## src/hw/rtl/spp_pkg.sv

```systemverilog
// ---------------------------------------------------------------------------
// Servo status packet parser package
// Shared types and constants for the status packet parser.
// ---------------------------------------------------------------------------
package spp_pkg;

  localparam logic [7:0] HDR_BYTE = 8'hFF;
  localparam logic [7:0] MIN_LEN  = 8'd2;

  // Parser position, one-hot.
  typedef enum logic [6:0] {
    PH_HUNT1 = 7'b0000001,
    PH_HUNT2 = 7'b0000010,
    PH_ID    = 7'b0000100,
    PH_LEN   = 7'b0001000,
    PH_ERR   = 7'b0010000,
    PH_PARAM = 7'b0100000,
    PH_CSUM  = 7'b1000000
  } phase_e;

  typedef enum logic [1:0] {
    KIND_PARAM    = 2'd0,
    KIND_GOOD     = 2'd1,
    KIND_CSUM_ERR = 2'd2,
    KIND_BAD_LEN  = 2'd3
  } kind_e;

  typedef struct packed {
    kind_e      kind;
    logic [7:0] servo_id;
    logic [7:0] error_flags;
    logic [7:0] data_byte;
    logic [7:0] param_index;
    logic       last;
  } res_t;

endpackage

```

## src/hw/rtl/servo_status_packet_parser.sv

```systemverilog
// Each byte passes the input register, and its result is then loaded into the output register.
// Throughput: one byte per cycle unless a result waits; the input register holds one byte.
// Bytes that produce no result pass through without waiting on the output side.
// Reset (rst_ni low, asynchronous) empties both registers and restarts the header hunt.
// ---------------------------------------------------------------------------
// Servo status packet parser
// Hunts for the two-byte header, emits each parameter byte and a final verdict.
// ---------------------------------------------------------------------------
module servo_status_packet_parser
  import spp_pkg::*;
(
  input  logic        clk_i,
  input  logic        rst_ni,
  input  logic        s_axis_tvalid_i,
  output logic        s_axis_tready_o,
  input  logic [7:0]  s_axis_tdata_i,   // [7:0] rx_byte
  output logic        m_axis_tvalid_o,
  input  logic        m_axis_tready_i,
  output logic [31:0] m_axis_tdata_o,   // [7:0] servo_id, [15:8] error_flags,
                                        // [23:16] data_byte, [31:24] param_index
  output logic [1:0]  m_axis_tuser_o,   // [1:0] kind
  output logic        m_axis_tlast_o    // last
);

  logic       byte_valid;
  logic [7:0] rx_byte;
  logic       take;
  logic       out_free;
  logic       res_valid;
  res_t       res;
  res_t       res_out;

  spp_in_stage u_in (
    .clk_i       (clk_i),
    .rst_ni      (rst_ni),
    .s_valid_i   (s_axis_tvalid_i),
    .s_ready_o   (s_axis_tready_o),
    .s_byte_i    (s_axis_tdata_i),
    .byte_valid_o(byte_valid),
    .byte_o      (rx_byte),
    .take_i      (take)
  );

  spp_core u_core (
    .clk_i       (clk_i),
    .rst_ni      (rst_ni),
    .byte_valid_i(byte_valid),
    .byte_i      (rx_byte),
    .out_free_i  (out_free),
    .take_o      (take),
    .res_valid_o (res_valid),
    .res_o       (res)
  );

  spp_out_stage u_out (
    .clk_i    (clk_i),
    .rst_ni   (rst_ni),
    .load_i   (res_valid),
    .res_i    (res),
    .free_o   (out_free),
    .m_valid_o(m_axis_tvalid_o),
    .m_ready_i(m_axis_tready_i),
    .res_o    (res_out)
  );

  assign m_axis_tdata_o = {res_out.param_index, res_out.data_byte,
                           res_out.error_flags, res_out.servo_id};
  assign m_axis_tuser_o = res_out.kind;
  assign m_axis_tlast_o = res_out.last;

endmodule

```

## src/hw/rtl/spp_in_stage.sv

```systemverilog
// ---------------------------------------------------------------------------
// Input register
// Holds one received byte until the parser core takes it.
// ---------------------------------------------------------------------------
module spp_in_stage (
  input  logic       clk_i,
  input  logic       rst_ni,
  input  logic       s_valid_i,
  output logic       s_ready_o,
  input  logic [7:0] s_byte_i,
  output logic       byte_valid_o,
  output logic [7:0] byte_o,
  input  logic       take_i
);

  logic       valid_q;
  logic [7:0] byte_q;

  assign s_ready_o    = !valid_q || take_i;
  assign byte_valid_o = valid_q;
  assign byte_o       = byte_q;

  always_ff @(posedge clk_i or negedge rst_ni) begin
    if (!rst_ni) begin
      valid_q <= 1'b0;
    end else if (s_valid_i && s_ready_o) begin
      valid_q <= 1'b1;
    end else if (take_i) begin
      valid_q <= 1'b0;
    end
  end

  always_ff @(posedge clk_i) begin
    if (s_valid_i && s_ready_o) begin
      byte_q <= s_byte_i;
    end
  end

endmodule

```

## src/hw/rtl/spp_core.sv

```systemverilog
// ---------------------------------------------------------------------------
// Parser core
// Packet state machine with the running checksum; builds a result for each parameter byte and for the verdict.
// ---------------------------------------------------------------------------
module spp_core
  import spp_pkg::*;
(
  input  logic       clk_i,
  input  logic       rst_ni,
  input  logic       byte_valid_i,
  input  logic [7:0] byte_i,
  input  logic       out_free_i,
  output logic       take_o,
  output logic       res_valid_o,
  output res_t       res_o
);

  phase_e     phase_q, phase_d;
  logic [7:0] id_q, id_d;
  logic [7:0] err_q, err_d;
  logic [7:0] left_q, left_d;
  logic [7:0] count_q, count_d;
  logic [7:0] sum_q, sum_d;
  logic       has_res;

  always_comb begin
    phase_d = phase_q;
    id_d    = id_q;
    err_d   = err_q;
    left_d  = left_q;
    count_d = count_q;
    sum_d   = sum_q;
    has_res = 1'b0;
    res_o.kind        = KIND_PARAM;
    res_o.servo_id    = id_q;
    res_o.error_flags = err_q;
    res_o.data_byte   = byte_i;
    res_o.param_index = count_q;
    res_o.last        = 1'b0;
    unique case (phase_q)
      PH_HUNT2: begin
        phase_d = (byte_i == HDR_BYTE) ? PH_ID : PH_HUNT1;
      end
      PH_ID: begin
        id_d    = byte_i;
        sum_d   = byte_i;
        phase_d = PH_LEN;
      end
      PH_LEN: begin
        if (byte_i < MIN_LEN) begin
          // No error byte has arrived, so flags, data and index read as zero.
          has_res           = 1'b1;
          res_o.kind        = KIND_BAD_LEN;
          res_o.error_flags = '0;
          res_o.data_byte   = '0;
          res_o.param_index = '0;
          res_o.last        = 1'b1;
          phase_d           = PH_HUNT1;
        end else begin
          left_d  = byte_i - MIN_LEN;
          sum_d   = sum_q + byte_i;
          phase_d = PH_ERR;
        end
      end
      PH_ERR: begin
        err_d   = byte_i;
        sum_d   = sum_q + byte_i;
        count_d = '0;
        phase_d = (left_q != '0) ? PH_PARAM : PH_CSUM;
      end
      PH_PARAM: begin
        has_res = 1'b1;
        sum_d   = sum_q + byte_i;
        count_d = count_q + 8'd1;
        left_d  = left_q - 8'd1;
        if (left_d == '0) begin
          phase_d = PH_CSUM;
        end
      end
      PH_CSUM: begin
        has_res           = 1'b1;
        res_o.kind        = (~sum_q == byte_i) ? KIND_GOOD : KIND_CSUM_ERR;
        res_o.param_index = '0;
        res_o.last        = 1'b1;
        phase_d           = PH_HUNT1;
      end
      default: begin
        phase_d = (byte_i == HDR_BYTE) ? PH_HUNT2 : PH_HUNT1;
      end
    endcase
  end

  // A byte that yields no result never waits on the output register.
  assign take_o      = byte_valid_i && (!has_res || out_free_i);
  assign res_valid_o = take_o && has_res;

  always_ff @(posedge clk_i or negedge rst_ni) begin
    if (!rst_ni) begin
      phase_q <= PH_HUNT1;
      id_q    <= '0;
      err_q   <= '0;
      left_q  <= '0;
      count_q <= '0;
      sum_q   <= '0;
    end else if (take_o) begin
      phase_q <= phase_d;
      id_q    <= id_d;
      err_q   <= err_d;
      left_q  <= left_d;
      count_q <= count_d;
      sum_q   <= sum_d;
    end
  end

`ifndef SYNTH
  a_res_needs_room: assert property (@(posedge clk_i) disable iff (!rst_ni)
    res_valid_o |-> out_free_i)
    else $error("result issued while output register is full");

  a_bad_len_rehunt: assert property (@(posedge clk_i) disable iff (!rst_ni)
    (res_valid_o && res_o.kind == KIND_BAD_LEN) |=> phase_q == PH_HUNT1)
    else $error("bad length did not restart the header hunt");

  a_param_count: assert property (@(posedge clk_i) disable iff (!rst_ni)
    (take_o && phase_q == PH_PARAM) |=>
      (count_q == $past(count_q) + 8'd1) && (left_q == $past(left_q) - 8'd1))
    else $error("parameter counters out of step");

  a_sum_seed: assert property (@(posedge clk_i) disable iff (!rst_ni)
    (take_o && phase_q == PH_ID) |=> sum_q == id_q)
    else $error("checksum not seeded with the servo id");
`endif

endmodule

```

## src/hw/rtl/spp_out_stage.sv

```systemverilog
// ---------------------------------------------------------------------------
// Output register
// Holds one result until the downstream side completes the transfer.
// ---------------------------------------------------------------------------
module spp_out_stage
  import spp_pkg::*;
(
  input  logic clk_i,
  input  logic rst_ni,
  input  logic load_i,
  input  res_t res_i,
  output logic free_o,
  output logic m_valid_o,
  input  logic m_ready_i,
  output res_t res_o
);

  logic valid_q;
  res_t res_q;

  assign free_o    = !valid_q || m_ready_i;
  assign m_valid_o = valid_q;
  assign res_o     = res_q;

  always_ff @(posedge clk_i or negedge rst_ni) begin
    if (!rst_ni) begin
      valid_q <= 1'b0;
    end else if (load_i) begin
      valid_q <= 1'b1;
    end else if (m_ready_i) begin
      valid_q <= 1'b0;
    end
  end

  always_ff @(posedge clk_i) begin
    if (load_i) begin
      res_q <= res_i;
    end
  end

endmodule

```

## config.mk

```make
export PLATFORM = sky130hd
export DESIGN_NAME = servo_status_packet_parser
export DESIGN_NICKNAME = d
export VERILOG_FILES = /design/src/hw/rtl/spp_pkg.sv /design/src/hw/rtl/servo_status_packet_parser.sv /design/src/hw/rtl/spp_in_stage.sv /design/src/hw/rtl/spp_core.sv /design/src/hw/rtl/spp_out_stage.sv
export SDC_FILE = /design/constraint.sdc
export NUM_CORES = 1
export LEC_CHECK = 0
export BUFFER_PORTS_ARGS = -buffer_cell sky130_fd_sc_hd__buf_2
export CAP_MARGIN = 15
export CORE_MARGIN = 2
export CORE_UTILIZATION = 55
export DETAILED_ROUTE_END_ITERATION = 8
export PLACE_DENSITY = 0.79
export SYNTH_ARGS = -nofsm -noshare
export SYNTH_HDL_FRONTEND = slang
export SYNTH_SLANG_ARGS = --single-unit
export TNS_END_PERCENT = 100
```

## constraint.sdc

```tcl
create_clock -name clk_i -period 6.5 [get_ports clk_i]
set_clock_uncertainty 0.15 [all_clocks]
set_input_delay 0.325 -clock clk_i [delete_from_list [all_inputs] [get_ports clk_i]]
set_output_delay 0.325 -clock clk_i [all_outputs]
set_load 0.005 [all_outputs]
```

==> flow_summary.toml <==
[status]
run_status = "completed"

[timing]
hold_viol = 0
finalSetupTns_ns = 0
max_freq_mhz = 294.9
finalSetupViolCount = 0
tightest_slew_ns = 0.7223
fin_crit_ns = 3.391
period_share = 0.5217
timing.slew.headroom = 0.5181
final_max_slew_viol_count = 0
holdWs_ns = 0.01194
rsz0062_at_grt = "false"

[finish]
design_area_um2 = 4972
drive_gt1_frac = 0.2054
layout_common_cells = "buf_2, dfrtp_1, edfxtp_1"
finish.utilization = 0.6435
fin_nets = 467
diodes = 0
fill_cells = 624
syn2layout_area_growth_pct = 12.93

[clocking]
cts_root_buf = "clkbuf_8"
clkSlewWorstSetupHoldPaths_ns = 0.10
clockBufferDepth = 2
cts_tree = "done"
post_cts_resized = 0
clock_latency_ns = 0.37
htreeDepth = 3
numCtsBuffers = 9
cts.sinks = 92

[synthesis]
ys_seq_area_frac = 0.5720
ys_ff_latch = 92
netlist_instances = 393
ys_types = 55
syn_area_per_cell_um2 = 11.20
yosys_warnings = 0
syn_nets = 417
syn_area_um2 = 4403
async_reset_ff_frac = 0.5326
ys.flop_type = "dfrtp_1"
synth-edff-count = 43

[routing]
drt_iter0_markers = 191
ant_nets = 0
routed_wl_mm = 9.073
via_per_inst = 5.584
dr.pass1.iters = 4
drt-wirelength-per-cell_um = 16.50
vias = 3071
route.detailed.drc = 0

[worst_setup_path]
criticalPathCategory = "flop to primary output"
critPathArrivalTime_ns = 2.92
required_ns = 6.02
critPathLaunchType = "flop"
r2r_slack_ns = 3.24
crit_end = "s_axis_tready_o"
cpPeakStageDelay_ns = 0.62
cp_max_fo = 11
r2r-start = "u_in.byte_o[3]"
crit_start = "u_in.byte_o[3]"
slowest_stage = "or4_4"
cp-end-kind = "primary output"
worst_r2r_path_depth = 6
crit_chain = "or4_4, or4_4, or2_2, o31ai_1, nand4b_1, buf_2"
crit_top_cell = "or4_4"
reg2reg_to = "u_out.res_o[15]"

[global_routing]
antenna_found_initial = 0
grt_max_degree = 50
track_usage = 0.2242
grt_pass1_vias = 3083
grt_overflow_total = 0
grt_pass1_wl_mm = 14.92

[place]
place_area_um2 = 4692
gp_congestion = 0.8990
port_buffers = 48
dp_hpwl_mm = 6.220

[floorplan]
ios = 49
dieArea_um2 = 8737
num_rows = 32
core_area_um2 = 7727
die_w_um = 93.47
initial_core_util = 0.5698
die_y_um = 93.47

[job]
cap_viol_max_count = 0

[min_path]
hold_class = "input pin to flop"

[power_and_ir_drop]
power.total_mw = 1.026
max-vdd-ir-drop_mv = 0.1364
p_per_area_nw_per_um2 = 206.3
p_leak_nw = 2.043
[worst max-delay path: cells and delay by family, from the launching register on]
kind	cells	cell delay, ns
compound gates	1	0.13
simple gates	4	1.68
buf+inv	1	0.17
flops	1	0.56
[through the flow]
stage / instances / worst slack [ns]
3_3_place_gp: 524 / 3.337
2_1_floorplan: 393 / 3.131
4_1_cts: 549 / 3.095
6_report: 550 / 3.109
5_1_grt: 550 / 2.945
3_5_place_dp: 524 / 3.264
[metal layers]
layer,vias up,global-route usage,wire length (um)
met5,-,0,0
met4,0,0.09069,134
li1,1498,-,-
met1,1485,0.3029,4078
met3,12,0.04110,438
met2,76,0.3597,4421
[Yosys cell counts (all sizes together), types with 2 or more instances]
| cell | count | area share |
|---|---|---|
| a22o | 3 | 0.0060 |
| edfxtp | 43 | 0.29 |
| o31ai | 5 | 0.012 |
| a21o | 4 | 0.0068 |
| ha | 11 | 0.031 |
| nor4 | 5 | 0.0085 |
| o211ai | 3 | 0.0051 |
| o311a | 2 | 0.0045 |
| nand3 | 14 | 0.016 |
| mux2 | 13 | 0.033 |
| buf | 4 | 0.0094 |
| or2 | 3 | 0.0043 |
| inv | 17 | 0.014 |
| o21ai | 24 | 0.028 |
| or4 | 2 | 0.0051 |
| xnor2 | 9 | 0.018 |
| and3 | 2 | 0.0028 |
| or3 | 3 | 0.0043 |
| xor2 | 10 | 0.020 |
| nor3 | 10 | 0.011 |
| dfrtp | 48 | 0.27 |
| a311oi | 2 | 0.0040 |
| nand4 | 6 | 0.0085 |
| clkbuf | 20 | 0.017 |
| a211oi | 2 | 0.0034 |
| nand2 | 24 | 0.020 |
| nor2 | 32 | 0.027 |
| a21oi | 24 | 0.027 |
| nor2b | 4 | 0.0057 |
| and2 | 17 | 0.024 |
| nand2b | 7 | 0.0099 |
| o22ai | 2 | 0.0028 |
[power by group]
part | internal, mW | switching, mW
clock | 0.145 | 0.220
combinational | 0.0168 | 0.0224
sequential | 0.611 | 0.0105
total | 0.773 | 0.253
[sequential cells by signal (all words and copies together), names as in the netlist]
signal and cells:
u_core.phase_q 7, u_core.count_q 8, u_in.byte_valid_o 1, u_core.id_q 8, u_out.m_valid_o 1, u_core.err_q 8
u_in.byte_o 8, u_core.sum_q 8, u_out.res_o 35, u_core.left_q 8
[layout make-up]
cell class,instances,area (um2),area share
clock buffers,9,123.9,0.02491
clock inverters,7,58.81,0.01183
inverters,17,63.81,0.01283
multi-input cells,260,1704,0.3427
flip-flops and latches,92,2519,0.5065
well taps,102,127.6,0.02567
repair buffers,63,375.4,0.07549
[cell families after synthesis]
logic type	after synthesis	synth area share
multiplexers	14	0.03552
buffers and inverters	41	0.04092
AO/OA/AOI/OAI	81	0.1202
XOR/XNOR	19	0.03779
AND/OR/NAND/NOR	134	0.1577
adder cells (fa/ha/maj)	12	0.03581
flip-flops	92	0.5720
[timing repair]
item,4_1_cts,5_1_grt
buffers inserted,0,0
endpoints found under the hold margin,56,0
endpoints found under the setup margin,0,0
hold buffers,9,0
[worst min path at each step]
stage	startpoint	to	depth (start not counted)
after floorplan	rst_ni	u_core.count_q[0]	0
after global routing	s_axis_tvalid_i	u_in.byte_valid_o	2
after detailed placement	u_core.id_q[4]	u_out.res_o[29]	0
final	s_axis_tvalid_i	u_in.byte_valid_o	2
after global placement	u_core.id_q[4]	u_out.res_o[29]	0
after CTS	s_axis_tvalid_i	u_in.byte_valid_o	2
No activity file was read; power rests on OpenSTA's default activity.
